<file path="src/tkpn_pkg.sv">
`default_nettype none
package tkpn_pkg;

  // Width of the wrapping millisecond clock
  localparam int TIME_BITS = 32;

  // Key events
  localparam logic [1:0] EV_NONE  = 2'd0;
  localparam logic [1:0] EV_SHORT = 2'd1;
  localparam logic [1:0] EV_LONG  = 2'd2;

  // Result actions
  localparam logic [1:0] ACT_PRINT = 2'd0;
  localparam logic [1:0] ACT_STOP  = 2'd1;
  localparam logic [1:0] ACT_CLEAR = 2'd2;

  // Register indexes (byte address bits [3:2])
  localparam logic [1:0] REG_CONFIRM   = 2'd0;
  localparam logic [1:0] REG_SHORT_MAX = 2'd1;
  localparam logic [1:0] REG_LONG      = 2'd2;

  localparam int FIFO_DEPTH = 4;
  localparam int FIFO_AW    = $clog2(FIFO_DEPTH);

  typedef struct packed {
    logic [15:0] confirm_ms;
    logic [15:0] short_max_ms;
    logic [15:0] long_ms;
  } tkpn_cfg_t;

  // One classified sample: events of both keys plus the number of pages
  typedef struct packed {
    logic [1:0]  ev1;
    logic [1:0]  ev2;
    logic [15:0] num_pages;
  } tkpn_evt_t;

  typedef struct packed {
    logic [1:0]  action;
    logic [15:0] shown_page;
    logic        viewer_on;
    logic        last;
  } tkpn_res_t;

endpackage
`default_nettype wire

</file>
<file path="src/tkpn_in_if.sv">
`default_nettype none
interface tkpn_in_if;
  logic        valid;
  logic        ready;
  logic [31:0] now_ms;
  logic        key1_pressed;
  logic        key2_pressed;
  logic [15:0] num_pages;

  modport source (
    output valid, now_ms, key1_pressed, key2_pressed, num_pages,
    input  ready
  );
  modport sink (
    input  valid, now_ms, key1_pressed, key2_pressed, num_pages,
    output ready
  );
endinterface
`default_nettype wire

</file>
<file path="src/tkpn_out_if.sv">
`default_nettype none
interface tkpn_out_if;
  logic        valid;
  logic        ready;
  logic [1:0]  action;
  logic [15:0] shown_page;
  logic        viewer_on;
  logic        last;

  modport source (
    output valid, action, shown_page, viewer_on, last,
    input  ready
  );
  modport sink (
    input  valid, action, shown_page, viewer_on, last,
    output ready
  );
endinterface
`default_nettype wire

</file>
<file path="src/two_key_press_page_navigator_unit.sv">
// A sample accepted on in_ch is queued, popped into the back end's pending list, then moved
// to the output register that drives out_ch. One sample per cycle enters while the queue has room;
// one action per cycle leaves while out_ch is ready, up to three per sample (quiet: none).
// A four-entry event queue sits between the key front end and the viewer back end.
// Reset (rst_n low, synchronous): keys released at time 0, viewer off, page 0,
// registers confirm_ms=20, short_max_ms=800, long_ms=2000.
`default_nettype none
module two_key_press_page_navigator_unit (
  input  wire logic        clk,
  input  wire logic        rst_n,
  tkpn_in_if.sink          in_ch,
  tkpn_out_if.source       out_ch,
  input  wire logic        psel,
  input  wire logic        penable,
  input  wire logic        pwrite,
  input  wire logic [3:0]  paddr,
  input  wire logic [31:0] pwdata,
  output logic [31:0]      prdata,
  output logic             pready
);
  import tkpn_pkg::*;

  tkpn_cfg_t cfg_r;
  logic      wr_en;
  logic      q_full;
  logic      q_push;
  logic      q_pop;
  logic      q_valid;
  tkpn_evt_t q_wdata;
  tkpn_evt_t q_rdata;
  tkpn_res_t res;
  logic      res_valid;

  // Register file
  assign pready = 1'b1;
  assign wr_en  = psel && penable && pwrite;

  always_ff @(posedge clk) begin
    if (!rst_n) begin
      cfg_r.confirm_ms   <= 16'd20;
      cfg_r.short_max_ms <= 16'd800;
      cfg_r.long_ms      <= 16'd2000;
    end else if (wr_en) begin
      case (paddr[3:2])
        REG_CONFIRM:   cfg_r.confirm_ms   <= pwdata[15:0];
        REG_SHORT_MAX: cfg_r.short_max_ms <= pwdata[15:0];
        REG_LONG:      cfg_r.long_ms      <= pwdata[15:0];
        default: begin
        end
      endcase
    end
  end

  always_comb begin
    case (paddr[3:2])
      REG_CONFIRM:   prdata = {16'd0, cfg_r.confirm_ms};
      REG_SHORT_MAX: prdata = {16'd0, cfg_r.short_max_ms};
      REG_LONG:      prdata = {16'd0, cfg_r.long_ms};
      default:       prdata = 32'd0;
    endcase
  end

  tkpn_front u_front (
    .clk    (clk),
    .rst_n  (rst_n),
    .cfg    (cfg_r),
    .in_ch  (in_ch),
    .q_full (q_full),
    .q_push (q_push),
    .q_data (q_wdata)
  );

  tkpn_fifo u_fifo (
    .clk       (clk),
    .rst_n     (rst_n),
    .push      (q_push),
    .wr_data   (q_wdata),
    .full      (q_full),
    .pop       (q_pop),
    .not_empty (q_valid),
    .rd_data   (q_rdata)
  );

  tkpn_back u_back (
    .clk       (clk),
    .rst_n     (rst_n),
    .q_valid   (q_valid),
    .q_data    (q_rdata),
    .q_pop     (q_pop),
    .out_valid (res_valid),
    .out_data  (res),
    .out_ready (out_ch.ready)
  );

  // Drive the result channel
  assign out_ch.valid      = res_valid;
  assign out_ch.action     = res.action;
  assign out_ch.shown_page = res.shown_page;
  assign out_ch.viewer_on  = res.viewer_on;
  assign out_ch.last       = res.last;

endmodule
`default_nettype wire

</file>
<file path="src/tkpn_key.sv">
`default_nettype none
module tkpn_key (
  input  wire logic                              clk,
  input  wire logic                              rst_n,
  input  wire logic                              step,
  input  wire logic                              raw,
  input  wire logic [tkpn_pkg::TIME_BITS-1:0]    now,
  input  wire tkpn_pkg::tkpn_cfg_t               cfg,
  output logic [1:0]                             ev
);
  import tkpn_pkg::*;

  logic                 stable_r, stable_nxt;
  logic                 prev_r, prev_nxt;
  logic                 fired_r, fired_nxt;
  logic [TIME_BITS-1:0] chg_r, chg_nxt;
  logic [TIME_BITS-1:0] press_r, press_nxt;

  logic [TIME_BITS-1:0] d_chg;
  logic [TIME_BITS-1:0] d_press;
  logic [TIME_BITS-1:0] el_press;
  logic                 changed;
  logic                 confirmed;

  // Elapsed times against the stored marks, wrapping
  assign d_chg   = now - chg_r;
  assign d_press = now - press_r;
  assign changed = raw != prev_r;

  // A fresh raw edge restarts the confirm window at zero
  assign confirmed = changed ? (cfg.confirm_ms == 16'd0)
                             : (d_chg >= TIME_BITS'(cfg.confirm_ms));

  // Debounce, then classify release and hold
  always_comb begin
    stable_nxt = stable_r;
    prev_nxt   = raw;
    fired_nxt  = fired_r;
    chg_nxt    = changed ? now : chg_r;
    press_nxt  = press_r;
    el_press   = d_press;
    ev         = EV_NONE;
    if (confirmed) begin
      if (raw != stable_r) begin
        stable_nxt = raw;
        if (raw) begin
          press_nxt = now;
          el_press  = '0;
          fired_nxt = 1'b0;
        end else begin
          if (!fired_r && d_press <= TIME_BITS'(cfg.short_max_ms)) begin
            ev = EV_SHORT;
          end
          fired_nxt = 1'b0;
        end
      end
      if (stable_nxt && !fired_nxt && el_press >= TIME_BITS'(cfg.long_ms)) begin
        fired_nxt = 1'b1;
        ev        = EV_LONG;
      end
    end
  end

  // Commit key state on each accepted transaction
  always_ff @(posedge clk) begin
    if (!rst_n) begin
      stable_r <= 1'b0;
      prev_r   <= 1'b0;
      fired_r  <= 1'b0;
      chg_r    <= '0;
      press_r  <= '0;
    end else if (step) begin
      stable_r <= stable_nxt;
      prev_r   <= prev_nxt;
      fired_r  <= fired_nxt;
      chg_r    <= chg_nxt;
      press_r  <= press_nxt;
    end
  end

endmodule
`default_nettype wire

</file>
<file path="src/tkpn_front.sv">
`default_nettype none
module tkpn_front (
  input  wire logic                 clk,
  input  wire logic                 rst_n,
  input  wire tkpn_pkg::tkpn_cfg_t  cfg,
  tkpn_in_if.sink                   in_ch,
  input  wire logic                 q_full,
  output logic                      q_push,
  output tkpn_pkg::tkpn_evt_t       q_data
);
  import tkpn_pkg::*;

  logic [1:0] ev1;
  logic [1:0] ev2;
  logic       step;

  // Accept whenever the event queue has room
  assign in_ch.ready = !q_full;
  assign step        = in_ch.valid && !q_full;

  tkpn_key u_key1 (
    .clk   (clk),
    .rst_n (rst_n),
    .step  (step),
    .raw   (in_ch.key1_pressed),
    .now   (in_ch.now_ms[TIME_BITS-1:0]),
    .cfg   (cfg),
    .ev    (ev1)
  );

  tkpn_key u_key2 (
    .clk   (clk),
    .rst_n (rst_n),
    .step  (step),
    .raw   (in_ch.key2_pressed),
    .now   (in_ch.now_ms[TIME_BITS-1:0]),
    .cfg   (cfg),
    .ev    (ev2)
  );

  // Queue every sample, quiet ones too, so order is kept
  assign q_push           = step;
  assign q_data.ev1       = ev1;
  assign q_data.ev2       = ev2;
  assign q_data.num_pages = in_ch.num_pages;

endmodule
`default_nettype wire

</file>
<file path="src/tkpn_fifo.sv">
`default_nettype none
module tkpn_fifo (
  input  wire logic                 clk,
  input  wire logic                 rst_n,
  input  wire logic                 push,
  input  wire tkpn_pkg::tkpn_evt_t  wr_data,
  output logic                      full,
  input  wire logic                 pop,
  output logic                      not_empty,
  output tkpn_pkg::tkpn_evt_t       rd_data
);
  import tkpn_pkg::*;

  tkpn_evt_t          mem_r [FIFO_DEPTH];
  logic [FIFO_AW-1:0] wr_ptr_r;
  logic [FIFO_AW-1:0] rd_ptr_r;
  logic [FIFO_AW:0]   cnt_r;

  assign full      = cnt_r == (FIFO_AW+1)'(FIFO_DEPTH);
  assign not_empty = cnt_r != '0;
  assign rd_data   = mem_r[rd_ptr_r];

  // Store entries
  always_ff @(posedge clk) begin
    if (push) begin
      mem_r[wr_ptr_r] <= wr_data;
    end
  end

  // Advance pointers and occupancy
  always_ff @(posedge clk) begin
    if (!rst_n) begin
      wr_ptr_r <= '0;
      rd_ptr_r <= '0;
      cnt_r    <= '0;
    end else begin
      if (push) begin
        wr_ptr_r <= wr_ptr_r + 1'b1;
      end
      if (pop) begin
        rd_ptr_r <= rd_ptr_r + 1'b1;
      end
      if (push && !pop) begin
        cnt_r <= cnt_r + 1'b1;
      end else if (pop && !push) begin
        cnt_r <= cnt_r - 1'b1;
      end
    end
  end

endmodule
`default_nettype wire

</file>
<file path="src/tkpn_back.sv">
`default_nettype none
module tkpn_back (
  input  wire logic                 clk,
  input  wire logic                 rst_n,
  input  wire logic                 q_valid,
  input  wire tkpn_pkg::tkpn_evt_t  q_data,
  output logic                      q_pop,
  output logic                      out_valid,
  output tkpn_pkg::tkpn_res_t       out_data,
  input  wire logic                 out_ready
);
  import tkpn_pkg::*;

  logic        viewer_r;
  logic [15:0] page_r;
  tkpn_res_t   pend_r [3];
  logic [1:0]  left_r;
  logic [1:0]  idx_r;
  logic        out_valid_r;
  tkpn_res_t   out_r;

  tkpn_res_t   acts [3];
  logic [1:0]  n;
  logic        va;
  logic [15:0] pg;
  logic        move;

  function automatic logic [15:0] clamp_page(input logic [15:0] p, input logic [15:0] c);
    logic [15:0] r;
    r = p;
    if (p >= c) begin
      r = (c == 16'd0) ? 16'd0 : c - 16'd1;
    end
    return r;
  endfunction

  // Build the action list of one sample: key 1 first, then key 2
  always_comb begin
    va = viewer_r;
    pg = page_r;
    n  = 2'd0;
    for (int k = 0; k < 3; k++) begin
      acts[k] = '0;
    end
    case (q_data.ev1)
      EV_SHORT: begin
        if (!va) begin
          va = 1'b1;
          pg = 16'd0;
        end else if (pg != 16'd0) begin
          pg = pg - 16'd1;
        end
        pg = clamp_page(pg, q_data.num_pages);
        acts[n] = '{action: ACT_PRINT, shown_page: pg, viewer_on: va, last: 1'b0};
        n = n + 2'd1;
      end
      EV_LONG: begin
        va = 1'b0;
        acts[n] = '{action: ACT_STOP, shown_page: 16'd0, viewer_on: 1'b0, last: 1'b0};
        n = n + 2'd1;
      end
      default: begin
      end
    endcase
    case (q_data.ev2)
      EV_SHORT: begin
        if (va) begin
          if ({1'b0, pg} + 17'd1 < {1'b0, q_data.num_pages}) begin
            pg = pg + 16'd1;
          end
          pg = clamp_page(pg, q_data.num_pages);
          acts[n] = '{action: ACT_PRINT, shown_page: pg, viewer_on: va, last: 1'b0};
          n = n + 2'd1;
        end
      end
      EV_LONG: begin
        va = 1'b1;
        pg = 16'd0;
        acts[n] = '{action: ACT_CLEAR, shown_page: 16'd0, viewer_on: 1'b1, last: 1'b0};
        n = n + 2'd1;
        pg = clamp_page(pg, q_data.num_pages);
        acts[n] = '{action: ACT_PRINT, shown_page: pg, viewer_on: va, last: 1'b0};
        n = n + 2'd1;
      end
      default: begin
      end
    endcase
    if (n != 2'd0) begin
      acts[n - 2'd1].last = 1'b1;
    end
  end

  // Move a pending action whenever the output register frees up
  assign move  = (left_r != 2'd0) && (!out_valid_r || out_ready);
  assign q_pop = q_valid && ((left_r == 2'd0) || (left_r == 2'd1 && move));

  // Viewer state and pending list
  always_ff @(posedge clk) begin
    if (!rst_n) begin
      viewer_r <= 1'b0;
      page_r   <= 16'd0;
      left_r   <= 2'd0;
      idx_r    <= 2'd0;
    end else if (q_pop) begin
      viewer_r <= va;
      page_r   <= pg;
      left_r   <= n;
      idx_r    <= 2'd0;
    end else if (move) begin
      left_r <= left_r - 2'd1;
      idx_r  <= idx_r + 2'd1;
    end
  end

  // Hold the action list of the popped sample
  always_ff @(posedge clk) begin
    if (q_pop) begin
      for (int k = 0; k < 3; k++) begin
        pend_r[k] <= acts[k];
      end
    end
  end

  // Output register
  always_ff @(posedge clk) begin
    if (!rst_n) begin
      out_valid_r <= 1'b0;
    end else if (move) begin
      out_valid_r <= 1'b1;
    end else if (out_ready) begin
      out_valid_r <= 1'b0;
    end
  end

  always_ff @(posedge clk) begin
    if (move) begin
      out_r <= pend_r[idx_r];
    end
  end

  assign out_valid = out_valid_r;
  assign out_data  = out_r;

endmodule
`default_nettype wire

</file>
<file path="src/flat_wrapper.sv">
// flat-port wrapper written by rule: the top's interface ports become plain ports
module two_key_press_page_navigator_unit_flat import tkpn_pkg::*;
  (clk, rst_n, psel, penable, pwrite, paddr, pwdata, prdata, pready, in_ch_valid, in_ch_now_ms, in_ch_key1_pressed, in_ch_key2_pressed, in_ch_num_pages, in_ch_ready, out_ch_valid, out_ch_action, out_ch_shown_page, out_ch_viewer_on, out_ch_last, out_ch_ready);
  tkpn_in_if in_ch_i ();
  tkpn_out_if out_ch_i ();
  input  wire logic clk;
  input  wire logic rst_n;
  input  wire logic psel;
  input  wire logic penable;
  input  wire logic pwrite;
  input  wire logic [3:0] paddr;
  input  wire logic [31:0] pwdata;
  output logic [31:0] prdata;
  output logic pready;
  input wire logic [$bits(in_ch_i.valid)-1:0] in_ch_valid;
  input wire logic [$bits(in_ch_i.now_ms)-1:0] in_ch_now_ms;
  input wire logic [$bits(in_ch_i.key1_pressed)-1:0] in_ch_key1_pressed;
  input wire logic [$bits(in_ch_i.key2_pressed)-1:0] in_ch_key2_pressed;
  input wire logic [$bits(in_ch_i.num_pages)-1:0] in_ch_num_pages;
  output wire logic [$bits(in_ch_i.ready)-1:0] in_ch_ready;
  output wire logic [$bits(out_ch_i.valid)-1:0] out_ch_valid;
  output wire logic [$bits(out_ch_i.action)-1:0] out_ch_action;
  output wire logic [$bits(out_ch_i.shown_page)-1:0] out_ch_shown_page;
  output wire logic [$bits(out_ch_i.viewer_on)-1:0] out_ch_viewer_on;
  output wire logic [$bits(out_ch_i.last)-1:0] out_ch_last;
  input wire logic [$bits(out_ch_i.ready)-1:0] out_ch_ready;
  assign in_ch_i.valid = in_ch_valid;
  assign in_ch_i.now_ms = in_ch_now_ms;
  assign in_ch_i.key1_pressed = in_ch_key1_pressed;
  assign in_ch_i.key2_pressed = in_ch_key2_pressed;
  assign in_ch_i.num_pages = in_ch_num_pages;
  assign in_ch_ready = in_ch_i.ready;
  assign out_ch_valid = out_ch_i.valid;
  assign out_ch_action = out_ch_i.action;
  assign out_ch_shown_page = out_ch_i.shown_page;
  assign out_ch_viewer_on = out_ch_i.viewer_on;
  assign out_ch_last = out_ch_i.last;
  assign out_ch_i.ready = out_ch_ready;
  two_key_press_page_navigator_unit u_core (.clk(clk), .rst_n(rst_n), .in_ch(in_ch_i), .out_ch(out_ch_i), .psel(psel), .penable(penable), .pwrite(pwrite), .paddr(paddr), .pwdata(pwdata), .prdata(prdata), .pready(pready));
endmodule
</file>
<file path="config.mk">
export PLATFORM = sky130hd
export DESIGN_NAME = two_key_press_page_navigator_unit_flat
export DESIGN_NICKNAME = d
export VERILOG_FILES = /design/src/tkpn_pkg.sv /design/src/tkpn_in_if.sv /design/src/tkpn_out_if.sv /design/src/two_key_press_page_navigator_unit.sv /design/src/tkpn_key.sv /design/src/tkpn_front.sv /design/src/tkpn_fifo.sv /design/src/tkpn_back.sv /design/src/flat_wrapper.sv
export SDC_FILE = /design/constraint.sdc
export NUM_CORES = 1
export LEC_CHECK = 0
export ABC_AREA = 1
export BUFFER_PORTS_ARGS = -buffer_cell sky130_fd_sc_hd__buf_4
export CAP_MARGIN = 10
export CORE_ASPECT_RATIO = 0.75
export CORE_MARGIN = 2
export CORE_UTILIZATION = 45
export CTS_BUF_LIST = sky130_fd_sc_hd__clkbuf_8 sky130_fd_sc_hd__clkbuf_16
export DETAILED_ROUTE_END_ITERATION = 6
export SLEW_MARGIN = 20
export SYNTH_ARGS = -nofsm -noshare
export SYNTH_HDL_FRONTEND = slang
export SYNTH_HIERARCHICAL = 1
export SYNTH_SLANG_ARGS = --single-unit
</file>
<file path="constraint.sdc">
create_clock -name clk -period 16.9 [get_ports clk]
set_input_delay 2.535 -clock clk [delete_from_list [all_inputs] [get_ports clk]]
set_output_delay 2.535 -clock clk [all_outputs]
set_load 0.05 [all_outputs]
</file>
==> impl_metrics.csv <==
group,metric,value,unit
detailed_routing,drt_iter0_markers,2663,
worst_hold_path,hold_class,"reg2reg",
worst_setup_path,cp.depth,56,
grt,grt_antenna_before_repair,0,
worst_setup_path,cp_top_family,"simple AND/OR/NAND/NOR gates",
power_and_ir_drop,combPwrFrac,0.573,
cts,numClockSinks,369,
synthesis,synth_fa_ha_area_frac,0.113,
worst_setup_path,r2r_end,"u_core/u_back/pend_r[0][4]",
die,pin_count,148,
worst_setup_path,crit_slowest_cell,"inv_1",
synthesis,yosysWarnings,6,
cts,worstSkewPairLatency,610,ps
cts,cts_hold_buf,0,
worst_setup_path,cp-start-kind,"register",
power_and_ir_drop,total_power,5.17,mW
timing,setup_viol,0,
synthesis,synth_xor_area_frac,0.0196,
outcome,outcome,"complete, no violations",
worst_setup_path,crit_type,"reg2reg",
detailed_routing,vias,31236,
synthesis,synth_area,32600,um^2
worst_setup_path,rr_worst_depth,56,
timing,timing.hold.ws,454,ps
timing,drv_slew,0,
power_and_ir_drop,power_frac_seq,0.244,
die,start_util,0.455,
die,fp.dieW,315,um
power_and_ir_drop,power_density,146,nW/um^2
placed_design,dp_cells,6020,
cts,cts.path.max_buffers,3,
synthesis,synth_cell_types,59,
worst_setup_path,reg2reg_slack,7680,ps
grt,grt_pass1_vias,27829,
timing,fin_skew,33.1,ps
grt,grt_pass1_wl,157,mm
finish,layout_common_cells,"nand2_1, inv_1, nor2_1",
timing,tightest_slew,1010,ps
worst_setup_path,slowest_delay,660,ps
power_and_ir_drop,ir_drop,0.000129,V
detailed_routing,ant_nets,0,
finish,fin_util,0.494,
synthesis,synth_area_leaders,"nand2_1, edfxtp_1, dfxtp_1",
worst_setup_path,cp.arrival,9580,ps
worst_setup_path,endpoint_kind,"register",
finish,drive_gt1_frac,0.0871,
synthesis,synth_area_leader_cell,"nand2_1",
worst_setup_path,worst-path-buf-inv,6,
timing,finalSetupTns,0,ps
die,fp.dieH,237,um
grt,overflow,0,
detailed_routing,drc,0,
synthesis,muxShareOfSynthArea,0,
worst_setup_path,cp.required,17260,ps
worst_setup_path,crit_fanout,26,
die,core,71700,um^2
placed_design,place_ws,7790,ps
synthesis,synth-simple-area-share,0.353,
finish,nFillCells,7559,
placed_design,placed_area,34000,um^2
placed_design,dpl.hpwl,79.2,mm
synthesis,synth_seq_cells,369,
cts,post_cts_resized,0,
synthesis,synth-compound-area-share,0.102,
timing,rsz0062_at_grt,"false",
power_and_ir_drop,p_leak,17.9,nW
power_and_ir_drop,p_sw_frac,0.494,
grt,grt.total_usage,0.269,
cts,cts.clk_slew.worst_paths,60,ps
die,dieArea,74600,um^2
cts,cts-root-buf,"clkbuf_16",
worst_setup_path,critPathMostFrequentCell,"nand2_1",
synthesis,synth_top_family_by_area,"simple AND/OR/NAND/NOR gates",
power_and_ir_drop,pwr-share-clk,0.183,
detailed_routing,first_pass_iters,6,
finish,antenna_cells,0,
timing,fmax,108,MHz
finish,nets,5493,
cts,numCtsBuffers,43,
synthesis,synth_cells,5057,
die,num_rows,85,
power_and_ir_drop,p_int,2.62,mW
timing,hold_viol_final,0,
finish,area_growth,8.75,%
flow_run,max-cap-violations,0,
timing,fin_ws,7680,ps
finish,register_area,8950,um^2
placed_design,port_buffers,112,
finish,layout_commonest_cell,"nand2_1",
timing,max_slew_margin,0.327,
finish,finalInstanceArea,35400,um^2
cts,cts_tree,"done",
grt,grt_max_degree,79,
cts,cts_htree_levels,2,
finish,final_cell_count_no_fill,6100,
synthesis,syn_area_per_cell,6.45,um^2
detailed_routing,viasPerCell,5.12,
worst_setup_path,cp-endpoint,"u_core/u_back/pend_r[0][4]",
synthesis,ys_seq_area_frac,0.275,
finish,multiInputGateArea,19300,um^2
power_and_ir_drop,switchingPower,2.55,mW
synthesis,synth_top_area_frac,0.171,
timing,period_share,0.546,
detailed_routing,post_drt_wl_per_cell,16.6,um
cts,post_cts_buffers,0,
detailed_routing,drt_wl_total,101,mm
timing,min_period,9220,ps
placed_design,gp_congestion,0.939,
## worst min path at each step
stage | from | to | slack (ps) | cells after the start
finish | u_core/u_front/u_key1/chg_r[18] | u_core/u_front/u_key1/chg_r[18] | 450 | 2
global route | u_core/u_front/u_key2/chg_r[31] | u_core/u_front/u_key2/chg_r[31] | 470 | 2
CTS | u_core/u_fifo/rd_ptr_r[1] | u_core/u_fifo/rd_ptr_r[1] | 450 | 1
detailed placement | u_core/u_fifo/rd_ptr_r[1] | u_core/u_fifo/rd_ptr_r[1] | 440 | 1
global placement | u_core/u_fifo/rd_ptr_r[1] | u_core/u_fifo/rd_ptr_r[1] | 440 | 1
floorplan | u_core/u_fifo/rd_ptr_r[1] | register | 410 | 1
## flip-flops by register name, indices dropped and copies added (netlist names), 2 cells and up, named ones only
register / cells
u_core/u_fifo/mem_r: 80
u_core/u_front/u_key1/press_r: 32
u_core/u_back/idx_r: 2
u_core/u_front/u_key2/press_r: 32
u_core/u_back/pend_r: 56
u_core/u_front/u_key1/chg_r: 32
u_core/u_fifo/rd_ptr_r: 2
u_core/u_fifo/cnt_r: 3
u_core/cfg_r: 48
u_core/u_fifo/wr_ptr_r: 2
u_core/u_back/out_data: 20
u_core/u_front/u_key2/chg_r: 32
u_core/u_back/page_r: 16
u_core/u_back/left_r: 2
## area by class of cell
class	count	area share
inverter	962	0.102
clock buffer	49	0.0330
timing repair buffer	127	0.0269
sequential	369	0.252
multi-input combinational	3605	0.545
clock inverter	31	0.00720
tap	957	0.0338
## synthesized netlist by cell type (all sizes together)
library cell and count:
nand2 1528, inv 956, nor2 507, nand3 369, a21oi 352, ha 287, dfxtp 213, o21ai 190
edfxtp 156, buf 86, nand4 74, xor2 68, clkbuf 65, nor3 45, and2 36, o22ai 20
or2 19, nand3b 18, o21bai 13, a211oi 11, clkinv 6, and3 5, fa 5, o21a 5
xnor2 5, conb 3, nor4 3, o211ai 3, o221ai 3, o221a 2, a21boi 1, a31oi 1
o311ai 1, o31ai 1
## worst min-delay path, delay by kind of cell (launching register included)
family	cells	cell delay, ps
DFF	1	290
buffers and inverters	1	60
AOI/OAI and AO/OA	1	50
## cell families after synthesis
family | count (synthesis)
buffers and inverters | 1113
xor gates and xnor gates | 73
adders and majority gates | 292
and+or+nand+nor | 2604
DFF | 369
AOI/OAI and AO/OA | 603
other | 3
## per-layer routing
layer / vias up / global-route usage / share of wire
met2: 915 / 0.377 / 0.39
met3: 98 / 0.0521 / 0.087
met1: 14253 / 0.423 / 0.51
met4: 0 / 0.0483 / 0.016
met5: - / 0 / 0
li1: 15970 / - / -
## power groups by stage
stage | clock network (mW) | registers, mW | logic, mW
floorplan | 0 | 1.33 | 2.05
global placement | 0 | 1.28 | 2.87
detailed placement | 0 | 1.28 | 2.89
CTS | 0.970 | 1.26 | 2.91
global route | 0.998 | 1.28 | 3.31
finish | 0.946 | 1.26 | 2.96
(Power assumes the default switching activity.)
